===== config.mk =====
export PLATFORM = sky130hd
export DESIGN_NAME = timing_wheel_event_scheduler_core
export DESIGN_NICKNAME = d
export VERILOG_FILES = /design/src/rtl/twes_pkg.sv /design/src/rtl/timing_wheel_event_scheduler_core.sv
export SDC_FILE = /design/constraint.sdc
export NUM_CORES = 2
export LEC_CHECK = 0
export CORE_MARGIN = 2
export CORE_UTILIZATION = 45
export CTS_BUF_LIST = sky130_fd_sc_hd__clkbuf_8 sky130_fd_sc_hd__clkbuf_16
export DETAILED_ROUTE_END_ITERATION = 12
export DONT_BUFFER_PORTS = 1
export PLACE_DENSITY_LB_ADDON = 0.2
export SYNTH_ARGS = -nofsm -noshare
export SYNTH_HDL_FRONTEND = slang
export SYNTH_SLANG_ARGS = --single-unit

===== constraint.sdc =====
create_clock -name clock -period 15.45 [get_ports clock]
set_clock_uncertainty 0.2 [all_clocks]
set_input_delay 0.7725 -clock clock [delete_from_list [all_inputs] [get_ports clock]]
set_output_delay 0.7725 -clock clock [all_outputs]
set_load 0.01 [all_outputs]

===== src/rtl/twes_pkg.sv =====
// types, codes and widths shared by the timing wheel scheduler core and its checker
// no dependencies

package twes_pkg;

   localparam int ID_W     = 6;
   localparam int DELAY_W  = 10;
   localparam int REM_W    = 9;
   localparam int STATUS_W = 3;
   localparam int CMD_W    = 2;
   localparam int LINK_W   = 7;

   localparam int WHEEL_SLOTS_DEF = 256;
   localparam int EVENT_COUNT_DEF = 64;

   localparam logic [LINK_W-1:0] LINK_NONE = 7'd127;

   localparam logic [CMD_W-1:0] CMD_SCHEDULE = 2'd0;
   localparam logic [CMD_W-1:0] CMD_CANCEL   = 2'd1;
   localparam logic [CMD_W-1:0] CMD_TICK     = 2'd2;
   localparam logic [CMD_W-1:0] CMD_QUERY    = 2'd3;

   localparam logic [STATUS_W-1:0] STAT_OK       = 3'd0;
   localparam logic [STATUS_W-1:0] STAT_BUSY     = 3'd1;
   localparam logic [STATUS_W-1:0] STAT_CLAMPED  = 3'd2;
   localparam logic [STATUS_W-1:0] STAT_EXPIRED  = 3'd3;
   localparam logic [STATUS_W-1:0] STAT_NONE_DUE = 3'd4;

   typedef struct packed {
      logic [CMD_W-1:0]   cmd;
      logic [ID_W-1:0]    event_id;
      logic [DELAY_W-1:0] delay;
   } req_word_type;

   typedef struct packed {
      logic [ID_W-1:0]     event_id_res;
      logic [STATUS_W-1:0] status;
      logic [REM_W-1:0]    remaining;
      logic                last;
   } rsp_word_type;

   typedef enum logic [3:0] {
      ST_CLEAR,
      ST_IDLE,
      ST_SCHED,
      ST_CAN_EV,
      ST_CAN_HEAD,
      ST_CAN_WALK,
      ST_TICK_HEAD,
      ST_TICK_DRAIN,
      ST_QUERY
   } state_type;

endpackage


===== src/rtl/timing_wheel_event_scheduler_core.sv =====
// timing wheel event scheduler: slot head memory, event link memory and sequencer
// depends on twes_pkg
//
// usage
//   req channel takes one command word (schedule, cancel, tick, query) when
//   req_valid is high and req_stall is low. rsp channel delivers result words
//   on rsp_valid while rsp_stall is low; the final word of a command has last set.
//   one command is worked on at a time; req_stall is high while it is in flight.
// sequence
//   schedule, query: one memory read at accept, then the result word is loaded
//   cancel: the event entry is read; an idle event is answered from it, else its
//   slot head is read and the list is walked as needed, one event memory read per link
//   tick: slot head read; an empty slot gives a none-due word, else one word per
//   expired event, one per cycle while rsp_stall is low, paced by the next link's read
// reset
//   synchronous; afterwards the slot head memory is swept to empty, one
//   entry per cycle, with req_stall high until the sweep ends
// stall
//   the result register holds its word while rsp_stall is high; the
//   sequencer waits wherever it would load a word, and the memories keep their read data

module timing_wheel_event_scheduler_core #(
   parameter int WHEEL_SLOTS = twes_pkg::WHEEL_SLOTS_DEF,
   parameter int EVENT_COUNT = twes_pkg::EVENT_COUNT_DEF
) (
   input  logic                   clock,
   input  logic                   reset,
   input  logic                   req_valid,
   output logic                   req_stall,
   input  twes_pkg::req_word_type req_word,
   output logic                   rsp_valid,
   input  logic                   rsp_stall,
   output twes_pkg::rsp_word_type rsp_word
);

   localparam int SLOT_W  = $clog2(WHEEL_SLOTS);
   localparam int EV_W    = $clog2(EVENT_COUNT);
   localparam int LINK_W  = twes_pkg::LINK_W;
   localparam int ID_W    = twes_pkg::ID_W;
   localparam int ENT_W   = LINK_W + SLOT_W;
   localparam int SUM_W   = SLOT_W + 2;
   localparam int DLY_W   = (SUM_W > twes_pkg::DELAY_W) ? SUM_W : twes_pkg::DELAY_W;

   localparam logic [LINK_W-1:0] LINK_LIM  = LINK_W'(EVENT_COUNT);
   localparam logic [DLY_W-1:0]  WS_DLY    = DLY_W'(WHEEL_SLOTS);
   localparam logic [SUM_W-1:0]  WS_SUM    = SUM_W'(WHEEL_SLOTS);
   localparam logic [SLOT_W-1:0] SLOT_LAST = SLOT_W'(WHEEL_SLOTS - 1);

   // memories
   logic [LINK_W-1:0] slot_head_ff [WHEEL_SLOTS];
   logic [ENT_W-1:0]  event_ff     [EVENT_COUNT];
   logic [LINK_W-1:0] slot_rd_ff;
   logic [ENT_W-1:0]  event_rd_ff;

   logic              sh_we, sh_re, ev_we, ev_re;
   logic [SLOT_W-1:0] sh_wa, sh_ra;
   logic [LINK_W-1:0] sh_wd;
   logic [EV_W-1:0]   ev_wa, ev_ra;
   logic [ENT_W-1:0]  ev_wd;

   // control and working registers
   twes_pkg::state_type          state_ff, state_in;
   logic [SLOT_W-1:0]            cur_ff, cur_in;
   logic [SLOT_W-1:0]            clr_ff, clr_in;
   logic [EVENT_COUNT-1:0]       pend_ff, pend_in;
   logic                         rsp_valid_ff, rsp_valid_in;
   twes_pkg::rsp_word_type       rsp_word_ff, rsp_word_in;
   logic [ID_W-1:0]              id_ff, id_in;
   logic [SLOT_W-1:0]            pos_ff, pos_in;
   logic                         clamp_ff, clamp_in;
   logic [ID_W-1:0]              walk_ff, walk_in;
   logic [LINK_W-1:0]            link_ff, link_in;
   logic [SLOT_W-1:0]            tslot_ff, tslot_in;

   logic                   accept, out_free, rsp_load;
   logic                   pend_set, pend_clr;
   logic [EV_W-1:0]        pend_idx;
   logic                   advance;
   twes_pkg::rsp_word_type rsp_next;

   logic                   id_ok, id_pend;
   logic [LINK_W-1:0]      head, nl;
   logic                   head_ok, head_hit, nl_ok, nl_hit;
   logic [DLY_W-1:0]       dly_ext, dly_sel;
   logic                   req_clamp;
   logic [SUM_W-1:0]       pos_sum, pos_wrap;
   logic [SLOT_W-1:0]      req_pos;
   logic [SUM_W-1:0]       rem_sum, rem_wrap;
   logic [twes_pkg::REM_W-1:0] rem_val;

   assign req_stall = (state_ff != twes_pkg::ST_IDLE);
   assign accept    = req_valid && !req_stall;
   assign out_free  = !rsp_valid_ff || !rsp_stall;
   assign rsp_valid = rsp_valid_ff;
   assign rsp_word  = rsp_word_ff;

   assign id_ok    = LINK_W'(id_ff) < LINK_LIM;
   assign id_pend  = id_ok && pend_ff[id_ff[EV_W-1:0]];
   assign head     = slot_rd_ff;
   assign head_ok  = head < LINK_LIM;
   assign head_hit = head == LINK_W'(id_ff);
   assign nl       = event_rd_ff[ENT_W-1:SLOT_W];
   assign nl_ok    = nl < LINK_LIM;
   assign nl_hit   = nl == LINK_W'(id_ff);

   // target slot of a schedule
   assign dly_ext   = DLY_W'(req_word.delay);
   assign req_clamp = dly_ext > WS_DLY;
   assign dly_sel   = req_clamp ? WS_DLY : dly_ext;
   assign pos_sum   = SUM_W'(cur_ff) + SUM_W'(dly_sel);
   assign pos_wrap  = (pos_sum >= WS_SUM) ? (pos_sum - WS_SUM) : pos_sum;
   assign req_pos   = pos_wrap[SLOT_W-1:0];

   // ticks remaining
   assign rem_sum  = SUM_W'(event_rd_ff[SLOT_W-1:0]) + WS_SUM - SUM_W'(cur_ff);
   assign rem_wrap = (rem_sum >= WS_SUM) ? (rem_sum - WS_SUM) : rem_sum;
   assign rem_val  = id_pend ? twes_pkg::REM_W'(rem_wrap)
                             : twes_pkg::REM_W'(WHEEL_SLOTS + 1);

   always_ff @(posedge clock) begin
      if (sh_we) begin
         slot_head_ff[sh_wa] <= sh_wd;
      end
      if (sh_re) begin
         slot_rd_ff <= slot_head_ff[sh_ra];
      end
   end

   always_ff @(posedge clock) begin
      if (ev_we) begin
         event_ff[ev_wa] <= ev_wd;
      end
      if (ev_re) begin
         event_rd_ff <= event_ff[ev_ra];
      end
   end

   // next state
   always_comb begin
      state_in = state_ff;
      case (state_ff)
         twes_pkg::ST_CLEAR: begin
            if (clr_ff == SLOT_LAST) state_in = twes_pkg::ST_IDLE;
         end
         twes_pkg::ST_IDLE: begin
            if (accept) begin
               case (req_word.cmd)
                  twes_pkg::CMD_SCHEDULE: state_in = twes_pkg::ST_SCHED;
                  twes_pkg::CMD_CANCEL:   state_in = twes_pkg::ST_CAN_EV;
                  twes_pkg::CMD_TICK:     state_in = twes_pkg::ST_TICK_HEAD;
                  default:                state_in = twes_pkg::ST_QUERY;
               endcase
            end
         end
         twes_pkg::ST_SCHED: begin
            if (out_free) state_in = twes_pkg::ST_IDLE;
         end
         twes_pkg::ST_CAN_EV: begin
            if (id_pend) state_in = twes_pkg::ST_CAN_HEAD;
            else if (out_free) state_in = twes_pkg::ST_IDLE;
         end
         twes_pkg::ST_CAN_HEAD: begin
            if (head_ok && !head_hit) state_in = twes_pkg::ST_CAN_WALK;
            else if (out_free) state_in = twes_pkg::ST_IDLE;
         end
         twes_pkg::ST_CAN_WALK: begin
            if ((nl_hit || !nl_ok) && out_free) state_in = twes_pkg::ST_IDLE;
         end
         twes_pkg::ST_TICK_HEAD: begin
            if (head_ok) state_in = twes_pkg::ST_TICK_DRAIN;
            else if (out_free) state_in = twes_pkg::ST_IDLE;
         end
         twes_pkg::ST_TICK_DRAIN: begin
            if (out_free && !nl_ok) state_in = twes_pkg::ST_IDLE;
         end
         twes_pkg::ST_QUERY: begin
            if (out_free) state_in = twes_pkg::ST_IDLE;
         end
         default: state_in = twes_pkg::ST_CLEAR;
      endcase
   end

   // datapath and memory control
   always_comb begin
      sh_we    = 1'b0;
      sh_wa    = cur_ff;
      sh_wd    = twes_pkg::LINK_NONE;
      sh_re    = 1'b0;
      sh_ra    = cur_ff;
      ev_we    = 1'b0;
      ev_wa    = walk_ff[EV_W-1:0];
      ev_wd    = {link_ff, event_rd_ff[SLOT_W-1:0]};
      ev_re    = 1'b0;
      ev_ra    = nl[EV_W-1:0];
      rsp_load = 1'b0;
      rsp_next = '0;
      pend_set = 1'b0;
      pend_clr = 1'b0;
      pend_idx = id_ff[EV_W-1:0];
      advance  = 1'b0;
      clr_in   = clr_ff;
      id_in    = id_ff;
      pos_in   = pos_ff;
      clamp_in = clamp_ff;
      walk_in  = walk_ff;
      link_in  = link_ff;
      tslot_in = tslot_ff;
      rsp_next.event_id_res = id_ff;
      rsp_next.last         = 1'b1;
      case (state_ff)
         twes_pkg::ST_CLEAR: begin
            sh_we  = 1'b1;
            sh_wa  = clr_ff;
            clr_in = clr_ff + SLOT_W'(1);
         end
         twes_pkg::ST_IDLE: begin
            if (accept) begin
               id_in    = req_word.event_id;
               pos_in   = req_pos;
               clamp_in = req_clamp;
               ev_ra    = req_word.event_id[EV_W-1:0];
               case (req_word.cmd)
                  twes_pkg::CMD_SCHEDULE: begin
                     sh_re = 1'b1;
                     sh_ra = req_pos;
                  end
                  twes_pkg::CMD_TICK: begin
                     sh_re = 1'b1;
                  end
                  default: begin
                     ev_re = 1'b1;
                  end
               endcase
            end
         end
         twes_pkg::ST_SCHED: begin
            if (out_free) begin
               rsp_load = 1'b1;
               if (!id_ok || id_pend) begin
                  rsp_next.status = twes_pkg::STAT_BUSY;
               end else begin
                  sh_we    = 1'b1;
                  sh_wa    = pos_ff;
                  sh_wd    = LINK_W'(id_ff);
                  ev_we    = 1'b1;
                  ev_wa    = id_ff[EV_W-1:0];
                  ev_wd    = {slot_rd_ff, pos_ff};
                  pend_set = 1'b1;
                  rsp_next.status = clamp_ff ? twes_pkg::STAT_CLAMPED : twes_pkg::STAT_OK;
               end
            end
         end
         twes_pkg::ST_CAN_EV: begin
            if (id_pend) begin
               link_in  = nl;
               tslot_in = event_rd_ff[SLOT_W-1:0];
               sh_re    = 1'b1;
               sh_ra    = event_rd_ff[SLOT_W-1:0];
            end else if (out_free) begin
               rsp_load = 1'b1;
               rsp_next.status = id_ok ? twes_pkg::STAT_OK : twes_pkg::STAT_BUSY;
            end
         end
         twes_pkg::ST_CAN_HEAD: begin
            if (head_ok && !head_hit) begin
               walk_in = head[ID_W-1:0];
               ev_re   = 1'b1;
               ev_ra   = head[EV_W-1:0];
            end else if (out_free) begin
               sh_we    = head_hit;
               sh_wa    = tslot_ff;
               sh_wd    = link_ff;
               pend_clr = 1'b1;
               rsp_load = 1'b1;
               rsp_next.status = twes_pkg::STAT_OK;
            end
         end
         twes_pkg::ST_CAN_WALK: begin
            if (nl_hit || !nl_ok) begin
               if (out_free) begin
                  ev_we    = nl_hit;
                  pend_clr = 1'b1;
                  rsp_load = 1'b1;
                  rsp_next.status = twes_pkg::STAT_OK;
               end
            end else begin
               walk_in = nl[ID_W-1:0];
               ev_re   = 1'b1;
            end
         end
         twes_pkg::ST_TICK_HEAD: begin
            if (head_ok) begin
               walk_in = head[ID_W-1:0];
               ev_re   = 1'b1;
               ev_ra   = head[EV_W-1:0];
            end else if (out_free) begin
               rsp_load = 1'b1;
               advance  = 1'b1;
               rsp_next.event_id_res = '0;
               rsp_next.status       = twes_pkg::STAT_NONE_DUE;
            end
         end
         twes_pkg::ST_TICK_DRAIN: begin
            if (out_free) begin
               rsp_load = 1'b1;
               pend_clr = 1'b1;
               pend_idx = walk_ff[EV_W-1:0];
               rsp_next.event_id_res = walk_ff;
               rsp_next.status       = twes_pkg::STAT_EXPIRED;
               rsp_next.last         = !nl_ok;
               if (nl_ok) begin
                  walk_in = nl[ID_W-1:0];
                  ev_re   = 1'b1;
               end else begin
                  sh_we   = 1'b1;
                  advance = 1'b1;
               end
            end
         end
         twes_pkg::ST_QUERY: begin
            if (out_free) begin
               rsp_load = 1'b1;
               rsp_next.status    = twes_pkg::STAT_OK;
               rsp_next.remaining = rem_val;
            end
         end
         default: begin
         end
      endcase
   end

   always_comb begin
      pend_in = pend_ff;
      if (pend_set) pend_in[pend_idx] = 1'b1;
      if (pend_clr) pend_in[pend_idx] = 1'b0;
      cur_in = cur_ff;
      if (advance) cur_in = (cur_ff == SLOT_LAST) ? '0 : cur_ff + SLOT_W'(1);
      rsp_word_in  = rsp_load ? rsp_next : rsp_word_ff;
      rsp_valid_in = rsp_load || (rsp_valid_ff && rsp_stall);
   end

   always_ff @(posedge clock) begin
      if (reset) begin
         state_ff     <= twes_pkg::ST_CLEAR;
         clr_ff       <= '0;
         cur_ff       <= '0;
         pend_ff      <= '0;
         rsp_valid_ff <= 1'b0;
      end else begin
         state_ff     <= state_in;
         clr_ff       <= clr_in;
         cur_ff       <= cur_in;
         pend_ff      <= pend_in;
         rsp_valid_ff <= rsp_valid_in;
      end
   end

   always_ff @(posedge clock) begin
      rsp_word_ff <= rsp_word_in;
      id_ff       <= id_in;
      pos_ff      <= pos_in;
      clamp_ff    <= clamp_in;
      walk_ff     <= walk_in;
      link_ff     <= link_in;
      tslot_ff    <= tslot_in;
   end

endmodule


==> summary.md <==
## Timing
• Max-slew headroom: 0.122
• Post-Route Setup TNS: 0 ps
• part of the cycle the worst path needs: 0.549
• Finish-stage setup viols: 0
• crit path time final: 8490 ps
• Pins Over Slew Limit: 0
• setup repair after global routing missed its margin: false
• timing-limited maximum frequency: 118 MHz
• total count of hold-check failures in the final report: 0
• slew at the pin with the worst max-slew slack: 1300 ps

## Min path
• worst hold path endpoint: clamp_ff$_DFFE_PP_
• Hold Path Origin: req_word[9]
• WHS Path Cells: 1
• Hold Crit Class: input port to register

## CTS
• Clock Path Buffers: 4
• number of buffers added by the clock tree synthesis step: 305
• post-CTS setup buffers: 0
• Skew-Pair Late Insertion Delay: 870 ps
• number of clock sinks seen by CTS: 2914
• H-tree depth: 5
• clock root buffer: sky130_fd_sc_hd__clkbuf_16
• CTS tree: yes
• CTS clock-pin slew for the worst setup and hold paths: 60 ps

## Power and ir drop
• PD cells: 155 nW/um^2
• internal power: 0.0143 W
• maximum resistive drop on vdd: 166 uV
• part of the power in the clock network: 0.343
• relative contribution of combinational cells to total power: 0.216
• net switching fraction of the power: 0.309
• net switching power of the design: 0.00639 W
• cell leakage power: 42.8 nW
• sequential share of power: 0.441

## Synthesis
• Post-Syn Area: 120000 um^2
• register bit total from synthesis: 2914
• number of enable-type register cells in the synthesized netlist: 2829
• gate count after technology mapping: 8544
• asr flop ratio synth: 0
• sequential-to-total area share from yosys stat: 0.724
• most frequently used flop master after synthesis: sky130_fd_sc_hd__edfxtp_1
• count of different cell masters after synthesis: 92
• average size of a mapped cell: 14.0 um^2
• number of nets in the synthesized netlist: 8584
• count of warnings emitted by yosys: 0

## Worst setup path
• worst setup path start: id_ff[0]$_DFFE_PP_
• startpoint class of the critical path: register
• worst path required time: 15860 ps
• WS Path Type: register to register
• reg-to-reg endpoint: head[2]$_DFFE_PP_
• cells traversed along the worst timing path: buf_4 -> mux4_1 -> mux4_2 -> o22ai_2 -> nor4_4 -> buf_4 -> o21ai_4 -> buf_4 -> and2_4 -> buf_4 -> buf_12 -> mux4_2 -> a22oi_1 -> nand4b_1 -> nor4_1 -> a21oi_1 -> o2111a_1
• Critical Path Most Common Cell: sky130_fd_sc_hd__buf_4
• arrival time at the worst endpoint: 8900 ps
• startpoint of the worst-slack reg-to-reg timing path: id_ff[0]$_DFFE_PP_
• delay-heaviest family, CP: buffers and inverters
• FF-to-FF path depth: 17
• peak fanout along the critical path: 163
• master of the slowest instance on the critical path: sky130_fd_sc_hd__nor4_1
• worst stage delay on the critical path: 960 ps
• total buffers and inverters traversed by the critical path: 5
• Critical Path Sink Type: register
• FF-to-FF setup slack: 6960 ps

## Global route
• number of antenna violations at the first check in global routing: 5
• GR Overflow Total: 0
• overall track demand over capacity in global routing: 0.241
• pin count of the biggest net entering global routing: 227
• first-pass GRT wire length: 486 mm
• via count of the first global-routing pass: 70.7k

## Finish
• utilization after layout: 0.503
• final net count: 8494
• proportion of layout cells with a drive suffix above 1: 0.0999
• most frequent cells in the layout: sky130_fd_sc_hd__edfxtp_1 (2829), sky130_fd_sc_hd__nand2_1 (1542), sky130_fd_sc_hd__a211oi_1 (589)
• count of fill cells added during filler insertion: 22.2k
• commonest non-fill, non-tap cell in the layout: sky130_fd_sc_hd__edfxtp_1
• Area Overhead vs Synth: 11.4%

## Run status
• status: completed

## Routing
• total via count in the routed design: 74.2k
• WL final: 335 mm
• DR iter-0 viols: 8523
• post-DR wirelength/cell: 27.4 um
• routed via count divided by cell count: 6.07
• count of unresolved DRC violations after routing: 0
• length of the first detailed-routing pass in iterations: 6
• final antenna-violating net count: 0

## Floorplan
• die span in y: 520 um
• Die W: 520 um
• num ports: 43
• initial core utilization: 0.452
• number of placement rows: 189
• Floorplan Core Area: 265000 um^2
• DIE AREA: 270000 um^2

## Placement
• dpl hpwl: 194 mm
• final estimated routing congestion in global placement: 0.875
• number of buffer cells added on primary ports: 0

## Flow run
• max cap viols: 0

-- how the worst max path moves through the flow --
| stage | slack [ps] | endpoint | cells past startpoint |
|---|---|---|---|
| 2_1_floorplan | 4290 | slot_head_ff[0][3]$_DFFE_PP_ | 12 |
| 3_3_place_gp | 7170 | head[1]$_DFFE_PP_ | 17 |
| 3_5_place_dp | 7150 | head[2]$_DFFE_PP_ | 17 |
| 4_1_cts | 7140 | head[1]$_DFFE_PP_ | 17 |
| 5_1_grt | 6720 | head[2]$_DFFE_PP_ | 17 |
| 6_report | 6960 | head[2]$_DFFE_PP_ | 17 |
-- cells in the mapped netlist, types with 41 or more instances --
library cell | number | area (um^2)
sky130_fd_sc_hd__a211oi_1 | 589 | 4420
sky130_fd_sc_hd__and2_1 | 251 | 1570
sky130_fd_sc_hd__edfxtp_1 | 2829 | 85000
sky130_fd_sc_hd__mux4_2 | 107 | 2410
sky130_fd_sc_hd__nor2_1 | 468 | 1760
sky130_fd_sc_hd__nand3_1 | 203 | 1020
sky130_fd_sc_hd__nand2_1 | 1556 | 5840
sky130_fd_sc_hd__mux2i_1 | 165 | 1650
sky130_fd_sc_hd__a22oi_1 | 85 | 638
sky130_fd_sc_hd__a31oi_1 | 217 | 1360
sky130_fd_sc_hd__buf_1 | 52 | 195
sky130_fd_sc_hd__a21oi_1 | 318 | 1590
sky130_fd_sc_hd__a311oi_1 | 217 | 1900
sky130_fd_sc_hd__and3_1 | 207 | 1290
sky130_fd_sc_hd__clkbuf_1 | 417 | 1570
sky130_fd_sc_hd__dfxtp_1 | 85 | 1700
sky130_fd_sc_hd__mux2_2 | 41 | 462
sky130_fd_sc_hd__buf_2 | 127 | 636
sky130_fd_sc_hd__o21ai_0 | 74 | 370
-- layout make-up --
class	instances	area, um^2	area share
Clock buffer	310	7760	0.0582
Antenna cell	5	12.5	0.0000939
Sequential cell	2914	86700	0.650
Timing Repair Buffer	219	1870	0.0141
Clock inverter	222	1760	0.0132
Multi-Input combinational cell	4975	30700	0.230
Tap cell	3533	4420	0.0332
Inverter	39	146	0.00110
-- power groups by stage --
stage / logic [W] / registers (W) / clock network (W)
global route: 0.00479 / 0.00911 / 0.00746
floorplan: 0.00280 / 0.00930 / 0
detailed placement: 0.00448 / 0.00927 / 0
global placement: 0.00442 / 0.00927 / 0
finish: 0.00447 / 0.00911 / 0.00708
CTS: 0.00450 / 0.00910 / 0.00718
-- what timing repair did --
item	CTS	global route
resized for setup	0	0
endpoints found under the hold margin	91	0
hold buffers	10	0
-- flip-flops by register name (all words and copies together) (netlist names), 15 cells and up --
name          count
slot_head_ff   1792
event_rd_ff      15
rsp_word         19
event_ff        960
pend_ff          64
-- layer usage --
layer / wire length (um) / GRT usage
met3: 24800 / 0.0371
met2: 162000 / 0.394
met1: 135000 / 0.326
met4: 13800 / 0.0920
met5: 7 / 0
-- per-stage QoR --
stage	hold WS (ps)	worst slack, ps	cells	power [W]	area (um^2)
floorplan	226	4290	8544	0.0121	120000
global route	37.6	6720	12200	0.0214	133000
global placement	294	7170	11700	0.0137	124000
detailed placement	306	7150	11700	0.0138	124000
CTS	0.429	7140	12200	0.0208	133000
finish	63.1	6960	12200	0.0207	133000
-- cells by family after synthesis --
kind of cell             after synthesis  share of synthesized area
flip-flops                          2914                      0.724
XOR/XNOR                              34                    0.00249
buffers and inverters                655                     0.0228
AND/OR/NAND/NOR                     2857                      0.106
multiplexers                         316                     0.0383
AO/OA/AOI/OAI                       1750                      0.105
adder cells (fa/ha/maj)               18                    0.00201
No activity file was read; power rests on OpenSTA's default activity.
